<file path="config.mk">
export PLATFORM = sky130hd
export DESIGN_NAME = dma_transfer_chunk_splitter
export DESIGN_NICKNAME = d
export VERILOG_FILES = /design/src/hw/rtl/dtcs_pkg.sv /design/src/hw/rtl/dtcs_classify.sv /design/src/hw/rtl/dtcs_walker.sv /design/src/hw/rtl/dma_transfer_chunk_splitter.sv
export SDC_FILE = /design/constraint.sdc
export NUM_CORES = 1
export LEC_CHECK = 0
export ABC_AREA = 1
export BUFFER_PORTS_ARGS = -buffer_cell sky130_fd_sc_hd__buf_2
export CORE_MARGIN = 2
export CORE_UTILIZATION = 53
export CTS_CLUSTER_DIAMETER = 40
export DETAILED_ROUTE_END_ITERATION = 7
export HOLD_SLACK_MARGIN = 0.05
export PLACE_DENSITY = 0.85
export SLEW_MARGIN = 20
export SYNTH_ARGS = -nofsm -noshare
export SYNTH_HDL_FRONTEND = slang
export SYNTH_SLANG_ARGS = --single-unit
</file>
<file path="constraint.sdc">
create_clock -name clock -period 16.11 [get_ports clock]
set_input_delay 1.611 -clock clock [delete_from_list [all_inputs] [get_ports clock]]
set_output_delay 1.611 -clock clock [all_outputs]
set_load 0.05 [all_outputs]
</file>
<file path="src/hw/rtl/dtcs_pkg.sv">
package dtcs_pkg;

   localparam int ADDR_W      = 64;
   localparam int SIZE_W      = 32;
   localparam int CSIZE_W     = 24;
   localparam int IDX_W       = 6;
   localparam int TASK_W      = 3;
   localparam int WORD_W      = 64;
   localparam int BYTE_W      = 8;
   localparam int MAX_ENTRIES = 64;

   localparam logic [CSIZE_W-1:0] CHUNK_MAX  = 24'hFFFFFF;
   localparam logic [SIZE_W-1:0]  SIZE_LIMIT = 32'd1073741760;

   localparam logic [TASK_W-1:0] TASK_COPY = 3'h0;
   localparam logic [TASK_W-1:0] TASK_FILL = 3'h7;

   localparam logic OP_COPY = 1'b0;
   localparam logic OP_FILL = 1'b1;

   localparam logic STATUS_OK     = 1'b0;
   localparam logic STATUS_REJECT = 1'b1;

   typedef enum logic [1:0] {
      KIND_REJECT,
      KIND_SINGLE,
      KIND_LIST
   } kind_type;

   typedef struct packed {
      kind_type            kind;
      logic                fill;
      logic [ADDR_W-1:0]   source_addr;
      logic [ADDR_W-1:0]   dest_addr;
      logic [SIZE_W-1:0]   src_size;
      logic [SIZE_W-1:0]   dst_size;
      logic [SIZE_W-1:0]   bound;
      logic [BYTE_W-1:0]   fill_byte;
      logic [IDX_W-1:0]    last_idx;
   } job_type;

endpackage

</file>
<file path="src/hw/rtl/dtcs_classify.sv">
module dtcs_classify
   import dtcs_pkg::*;
(
   input  logic                op,
   input  logic [ADDR_W-1:0]   source_addr,
   input  logic [SIZE_W-1:0]   src_size,
   input  logic [ADDR_W-1:0]   dest_addr,
   input  logic [SIZE_W-1:0]   dst_size,
   input  logic [BYTE_W-1:0]   fill_byte,
   output job_type             job
);

   logic                  fill;
   logic [SIZE_W-1:0]     bound;
   logic [7:0]            quot;
   logic [CSIZE_W:0]      rem_raw;
   logic                  rem_ge;
   logic [CSIZE_W:0]      rem_fix;
   logic [8:0]            quot_fix;
   logic [8:0]            n_entries;

   // ceil(bound / CHUNK_MAX) with CHUNK_MAX = 2^24 - 1
   always_comb begin
      fill      = (op == OP_FILL);
      bound     = fill ? dst_size : src_size;
      quot      = bound[SIZE_W-1:CSIZE_W];
      rem_raw   = {1'b0, bound[CSIZE_W-1:0]} + {17'b0, quot};
      rem_ge    = (rem_raw >= {1'b0, CHUNK_MAX});
      rem_fix   = rem_ge ? (rem_raw - {1'b0, CHUNK_MAX}) : rem_raw;
      quot_fix  = {1'b0, quot} + {8'b0, rem_ge};
      n_entries = quot_fix + {8'b0, (rem_fix != '0)};

      job.fill        = fill;
      job.source_addr = source_addr;
      job.dest_addr   = dest_addr;
      job.src_size    = src_size;
      job.dst_size    = dst_size;
      job.bound       = bound;
      job.fill_byte   = fill_byte;
      job.last_idx    = '0;

      if (dst_size > SIZE_LIMIT) begin
         job.kind = KIND_REJECT;
      end else if (dst_size <= {8'b0, CHUNK_MAX}) begin
         job.kind = KIND_SINGLE;
      end else if (bound == '0 || n_entries > 9'(MAX_ENTRIES)) begin
         job.kind = KIND_REJECT;
      end else begin
         job.kind     = KIND_LIST;
         job.last_idx = IDX_W'(n_entries - 9'd1);
      end
   end

endmodule

</file>
<file path="src/hw/rtl/dtcs_walker.sv">
module dtcs_walker
   import dtcs_pkg::*;
(
   input  logic                 clock,
   input  logic                 reset,
   input  logic                 job_valid,
   input  job_type              job,
   output logic                 job_stall,
   output logic                 rsp_valid,
   input  logic                 rsp_stall,
   output logic                 rsp_status,
   output logic                 rsp_multi,
   output logic [TASK_W-1:0]    rsp_task_ext,
   output logic [ADDR_W-1:0]    rsp_chunk_source_addr,
   output logic [CSIZE_W-1:0]   rsp_chunk_src_size,
   output logic [ADDR_W-1:0]    rsp_chunk_dest_addr,
   output logic [CSIZE_W-1:0]   rsp_chunk_dst_size,
   output logic [WORD_W-1:0]    rsp_fill_word,
   output logic [IDX_W-1:0]     rsp_entry_count_less_one,
   output logic                 rsp_last
);

   logic                 busy_ff, busy_in;
   job_type              job_ff, job_in;
   logic [IDX_W-1:0]     idx_ff, idx_in;

   logic                 rsp_valid_ff, rsp_valid_in;
   logic                 status_ff, status_in;
   logic                 multi_ff, multi_in;
   logic [TASK_W-1:0]    task_ff, task_in;
   logic [ADDR_W-1:0]    saddr_ff, saddr_in;
   logic [CSIZE_W-1:0]   ssize_ff, ssize_in;
   logic [ADDR_W-1:0]    daddr_ff, daddr_in;
   logic [CSIZE_W-1:0]   dsize_ff, dsize_in;
   logic [WORD_W-1:0]    word_ff, word_in;
   logic [IDX_W-1:0]     count_ff, count_in;
   logic                 last_ff, last_in;

   logic                 out_free;
   logic                 advance;
   logic                 final_entry;
   logic                 take;
   logic [29:0]          offset;
   logic [30:0]          chunk_end;
   logic                 full_chunk;
   logic [SIZE_W-1:0]    src_rem;
   logic [SIZE_W-1:0]    dst_rem;
   logic [CSIZE_W-1:0]   copy_dst;
   logic [TASK_W-1:0]    task_code;
   logic [WORD_W-1:0]    word;

   always_comb begin
      out_free    = !rsp_valid_ff || !rsp_stall;
      advance     = busy_ff && out_free;
      final_entry = (idx_ff == job_ff.last_idx);
      job_stall   = busy_ff && !(advance && final_entry);
      take        = job_valid && !job_stall;

      busy_in = busy_ff;
      job_in  = job_ff;
      idx_in  = idx_ff;
      if (take) begin
         busy_in = 1'b1;
         job_in  = job;
         idx_in  = '0;
      end else if (advance) begin
         if (final_entry) begin
            busy_in = 1'b0;
         end else begin
            idx_in = idx_ff + IDX_W'(1);
         end
      end
   end

   // per-entry geometry
   always_comb begin
      offset     = {idx_ff, 24'b0} - {24'b0, idx_ff};
      chunk_end  = {1'b0, offset} + {7'b0, CHUNK_MAX};
      full_chunk = ({1'b0, chunk_end} <= job_ff.bound);
      src_rem    = job_ff.src_size - {2'b0, offset};
      dst_rem    = job_ff.dst_size - {2'b0, offset};
      if (job_ff.dst_size <= {2'b0, offset}) begin
         copy_dst = '0;
      end else if (dst_rem > {8'b0, CHUNK_MAX}) begin
         copy_dst = CHUNK_MAX;
      end else begin
         copy_dst = dst_rem[CSIZE_W-1:0];
      end
      task_code = job_ff.fill ? TASK_FILL : TASK_COPY;
      word      = job_ff.fill ? {8{job_ff.fill_byte}} : '0;
   end

   always_comb begin
      rsp_valid_in = rsp_valid_ff;
      status_in    = status_ff;
      multi_in     = multi_ff;
      task_in      = task_ff;
      saddr_in     = saddr_ff;
      ssize_in     = ssize_ff;
      daddr_in     = daddr_ff;
      dsize_in     = dsize_ff;
      word_in      = word_ff;
      count_in     = count_ff;
      last_in      = last_ff;
      if (out_free) begin
         rsp_valid_in = busy_ff;
         status_in    = STATUS_OK;
         multi_in     = 1'b0;
         task_in      = '0;
         saddr_in     = '0;
         ssize_in     = '0;
         daddr_in     = '0;
         dsize_in     = '0;
         word_in      = '0;
         count_in     = '0;
         last_in      = final_entry;
         case (job_ff.kind)
            KIND_REJECT: begin
               status_in = STATUS_REJECT;
            end
            KIND_SINGLE: begin
               task_in  = task_code;
               saddr_in = job_ff.fill ? '0 : job_ff.source_addr;
               ssize_in = job_ff.fill ? '0 : job_ff.dst_size[CSIZE_W-1:0];
               daddr_in = job_ff.dest_addr;
               dsize_in = job_ff.dst_size[CSIZE_W-1:0];
               word_in  = word;
            end
            KIND_LIST: begin
               multi_in = 1'b1;
               task_in  = task_code;
               saddr_in = job_ff.fill ? '0 : job_ff.source_addr + {34'b0, offset};
               daddr_in = job_ff.dest_addr + {34'b0, offset};
               word_in  = word;
               count_in = job_ff.last_idx;
               if (full_chunk) begin
                  ssize_in = job_ff.fill ? '0 : CHUNK_MAX;
                  dsize_in = CHUNK_MAX;
               end else if (job_ff.fill) begin
                  dsize_in = dst_rem[CSIZE_W-1:0];
               end else begin
                  ssize_in = src_rem[CSIZE_W-1:0];
                  dsize_in = copy_dst;
               end
            end
            default: begin
               status_in = STATUS_REJECT;
            end
         endcase
      end
   end

   always_ff @(posedge clock) begin
      if (reset) begin
         busy_ff      <= 1'b0;
         idx_ff       <= '0;
         rsp_valid_ff <= 1'b0;
      end else begin
         busy_ff      <= busy_in;
         idx_ff       <= idx_in;
         rsp_valid_ff <= rsp_valid_in;
      end
   end

   always_ff @(posedge clock) begin
      job_ff    <= job_in;
      status_ff <= status_in;
      multi_ff  <= multi_in;
      task_ff   <= task_in;
      saddr_ff  <= saddr_in;
      ssize_ff  <= ssize_in;
      daddr_ff  <= daddr_in;
      dsize_ff  <= dsize_in;
      word_ff   <= word_in;
      count_ff  <= count_in;
      last_ff   <= last_in;
   end

   assign rsp_valid                = rsp_valid_ff;
   assign rsp_status               = status_ff;
   assign rsp_multi                = multi_ff;
   assign rsp_task_ext             = task_ff;
   assign rsp_chunk_source_addr    = saddr_ff;
   assign rsp_chunk_src_size       = ssize_ff;
   assign rsp_chunk_dest_addr      = daddr_ff;
   assign rsp_chunk_dst_size       = dsize_ff;
   assign rsp_fill_word            = word_ff;
   assign rsp_entry_count_less_one = count_ff;
   assign rsp_last                 = last_ff;

endmodule

</file>
<file path="src/hw/rtl/dma_transfer_chunk_splitter.sv">
// Splits one copy or fill request into DMA descriptors. A request whose destination
// size fits in one chunk (16777215 bytes) gives one single descriptor; a larger one
// gives a chunk list of up to 64 entries, one per cycle while results do not stall,
// each with stepped addresses, per-side sizes, the entry count and a last mark.
// Oversized requests, and list requests with an empty source, give one result with
// status set. Each request is classified as it is accepted and then held in a job
// register while an entry counter walks its 1 to 64 results into the result
// register; the next request is accepted when the block is idle or in the cycle
// its predecessor's final entry moves there; a stalled result holds off that move.
module dma_transfer_chunk_splitter
   import dtcs_pkg::*;
(
   input  logic                 clock,
   input  logic                 reset,
   input  logic                 req_valid,
   output logic                 req_stall,
   input  logic                 req_op,
   input  logic [ADDR_W-1:0]    req_source_addr,
   input  logic [SIZE_W-1:0]    req_src_size,
   input  logic [ADDR_W-1:0]    req_dest_addr,
   input  logic [SIZE_W-1:0]    req_dst_size,
   input  logic [BYTE_W-1:0]    req_fill_byte,
   output logic                 rsp_valid,
   input  logic                 rsp_stall,
   output logic                 rsp_status,
   output logic                 rsp_multi,
   output logic [TASK_W-1:0]    rsp_task_ext,
   output logic [ADDR_W-1:0]    rsp_chunk_source_addr,
   output logic [CSIZE_W-1:0]   rsp_chunk_src_size,
   output logic [ADDR_W-1:0]    rsp_chunk_dest_addr,
   output logic [CSIZE_W-1:0]   rsp_chunk_dst_size,
   output logic [WORD_W-1:0]    rsp_fill_word,
   output logic [IDX_W-1:0]     rsp_entry_count_less_one,
   output logic                 rsp_last
);

   job_type job;

   dtcs_classify u_classify (
      .op          (req_op),
      .source_addr (req_source_addr),
      .src_size    (req_src_size),
      .dest_addr   (req_dest_addr),
      .dst_size    (req_dst_size),
      .fill_byte   (req_fill_byte),
      .job         (job)
   );

   dtcs_walker u_walker (
      .clock                    (clock),
      .reset                    (reset),
      .job_valid                (req_valid),
      .job                      (job),
      .job_stall                (req_stall),
      .rsp_valid                (rsp_valid),
      .rsp_stall                (rsp_stall),
      .rsp_status               (rsp_status),
      .rsp_multi                (rsp_multi),
      .rsp_task_ext             (rsp_task_ext),
      .rsp_chunk_source_addr    (rsp_chunk_source_addr),
      .rsp_chunk_src_size       (rsp_chunk_src_size),
      .rsp_chunk_dest_addr      (rsp_chunk_dest_addr),
      .rsp_chunk_dst_size       (rsp_chunk_dst_size),
      .rsp_fill_word            (rsp_fill_word),
      .rsp_entry_count_less_one (rsp_entry_count_less_one),
      .rsp_last                 (rsp_last)
   );

endmodule

</file>
==> impl_results.md <==
- Crit path from: req_op
- Async SR Flop Fraction: 0
- Most frequent cells in the layout: nand2_1 (934), buf_2 (458), inv_1 (457)
- Setup crit end kind: flop
- First-pass iteration count of the detailed router: 6
- Clk Latency, worst-skew pair: 620 ps
- Syn Inst Count: 3,604
- Status: completed
- Clock buffer depth: 3
- CP required: 16,470 ps
- Synthesized flop and latch total: 435
- Final Critical Period: 7490 ps
- Setup TNS Final: 0 ps
- Maxcap violations: 0
- Die Footprint: 0.0566 mm^2
- Root buf cell: clkbuf_16
- Sw Pwr: 1.34 mW
- Largest net degree at the start of global routing: 88
- Final Cycle Share: 0.465
- Post-route cell area: 0.0340 mm^2
- Power Density: 114 mW/mm^2
- Core Area: 0.0539 mm^2
- Total number of vias: 27,800
- Worst EP arrival: 7850 ps
- Filler Cell Count: 4,582
- Combinational Power Share: 0.248
- CP dominant cell by count: nor2_1
- Antenna-violating nets left: 0
- Reg-to-reg endpoint: u_walker.rsp_chunk_src_size[16]
- Worst setup margin: 8620 ps
- VDD IR max: 0.0734 mV
- Io pins: 459
- Reg-to-reg critical path startpoint: u_walker.idx_ff[0]
- Met3 Wirelength: 10,800 um
- Tot GR Track Use: 0.334
- Clock transition at path regs: 60 ps
- WHS Path Cells: 2
- Total grt overflow: 0
- Hpwl dp: 72,500 um
- Avg Inst Size Synth: 8.04 um^2
- Hold endpoint: u_walker.rsp_valid
- RSZ-0062 raised after global routing: false
- Synth cell types: 51
- Post-Syn Nets: 3,976
- Rel. slew slack: 0.220
- Synth warn: 0
- CP delay by family, top: simple AND/OR/NAND/NOR gates
- Switching portion of total power: 0.347
- Nets@finish: 4,395
- Design Power: 3.87 mW
- Clock Skew: 22.1 ps
- HP Class: flop to flop
- Fmax: 133 MHz
- Slew Limit Fails: 0
- Uppermost routed layer: met5
- Layout cells sized above 1: 0.164
- CTS tree: yes
- H-tree levels: 3
- CP max FO: 48
- Metal-1 WL: 38,900 um
- Final setup viols: 0
- Clk pwr share: 0.390
- Pre-CTS setup slack: 8110 ps
- CP Buf/Inv Count: 8
- GP Congestion: 1.05
- Most common cell after layout, fill and taps aside: nand2_1
- Crit Path Category: input pin to flop
- Post_cts resized: 0
- Worst Reg-to-Reg Cells: 29
- # DRC: 0
- Count of input and output buffers: 458
- Leakage power: 15.5 nW
- Top FF cell, synth: edfxtp_1
- Slowest cell on crit path: inv_1
- Cell internal pwr: 2.53 mW
- Slowest stage delay, CP: 480 ps
- Startpoint Class: input pin
- Fin. Hold Viols: 0
- R2R Setup Slk: 9020 ps
- First-pass GRT wire length: 146,000 um
- Starting density of the core: 0.538
- Fin util: 0.630
- EDFF count, synth: 427
- Initial antenna violation count: 9
- Sequential area share after synthesis: 0.448
- Sequential share of power: 0.362
- Detail Route met2 WL: 42,300 um
- CTS sink count: 435
- Post-Synthesis Cell Area: 0.0290 mm^2
- DR vias/cell: 5.81
- Hold Startpoint: u_walker.busy_ff
- Vias in the first global route: 25,800
- Initial DRC Count: 3,045
- DR WL/cell: 20.2 um
- Slew at the pin closest to its max-slew limit: 1170 ps
- Chip height: 238 um
- Placed inst area: 0.0316 mm^2
- Hold buffers post-CTS: 0
- FP Rows: 85
- Die W: 238 um
- Area grow syn2layout: 17.3%
- CTS buffer count: 71
- Routed wire length: 96,900 um
- Post-CTS setup repair buffer count: 0
[worst register-to-register path, delay by kind of cell (launching register included)]
family,cells,cell delay [ps]
buf+inv,9,2560
simple gates,15,2100
flops,1,850
fa+ha+maj,2,570
compound gates,2,560
xor+xnor,1,160
[synthesized netlist by cell type, types with 20 or more instances]
cell	count	area (um^2)
a21boi_0	30	225
a21oi_1	369	1850
a31oi_1	20	125
buf_4	59	443
clkbuf_1	61	229
edfxtp_1	427	12800
ha_1	161	2010
inv_1	457	1720
nand2_1	935	3510
nand3_1	179	896
nand4_1	53	332
nor2_1	274	1030
nor3_1	58	290
nor4_1	38	238
o21ai_0	227	1140
o21bai_1	23	173
or2_2	41	257
xnor2_1	28	245
xor2_1	33	289
[through the flow]
step	instances	hold WS (ps)
6_report	4784	467
5_1_grt	4782	516
4_1_cts	4774	468
3_3_place_gp	4646	460
3_5_place_dp	4646	460
2_1_floorplan	3604	439
[power groups by stage]
| stage | combinational [mW] | sequential (mW) | clock, mW |
|---|---|---|---|
| 6_report | 0.959 | 1.40 | 1.51 |
| 5_1_grt | 1.04 | 1.41 | 1.57 |
| 4_1_cts | 0.941 | 1.40 | 1.52 |
| 3_5_place_dp | 0.934 | 1.42 | 0 |
| 3_3_place_gp | 0.921 | 1.42 | 0 |
| 2_1_floorplan | 0.540 | 1.57 | 0 |
[cell type report]
type	instances	area, um^2	share of cell area
clock inverters	46	510	0.0150
well taps	696	871	0.0256
diodes	10	25.0	0.000736
flip-flops and latches	435	13000	0.382
clock buffers	82	1840	0.0541
multi-input cells	2579	13600	0.400
inverters	458	1720	0.0506
repair buffers	478	2440	0.0719
[state kept, by name, summed over array words and instances (netlist names)]
signal	count
u_walker.idx_ff	6
u_walker.rsp_multi	1
u_walker.rsp_task_ext	1
u_walker.rsp_chunk_src_size	24
u_walker.rsp_valid	1
u_walker.rsp_last	1
u_walker.rsp_fill_word	8
u_walker.rsp_status	1
u_walker.rsp_chunk_source_addr	64
u_walker.rsp_entry_count_less_one	6
u_walker.rsp_chunk_dest_addr	64
u_walker.job_ff	233
u_walker.rsp_chunk_dst_size	24
u_walker.busy_ff	1
[worst max-delay path by stage]
stage,endpoint,cells past startpoint
floorplan,u_walker.job_ff[0],3
global placement,u_walker.job_ff[3],37
detailed placement,u_walker.job_ff[4],37
CTS,u_walker.job_ff[240],37
global route,u_walker.job_ff[0],37
finish,u_walker.job_ff[4],37
[per-layer routing]
metal,vias up,track usage
met5,-,0
met4,2,0.155
met3,291,0.0775
met2,1702,0.512
met1,12800,0.451
li1,13100,-
[kinds of logic after synthesis]
logic type,Yosys count,synth area share
AND/OR/NAND/NOR,1613,0.235
AO/OA/AOI/OAI,737,0.139
buffers and inverters,590,0.0851
flip-flops,435,0.448
adder cells (fa/ha/maj),167,0.0736
XOR/XNOR,62,0.0190
Power figures use the tool's default switching activity.
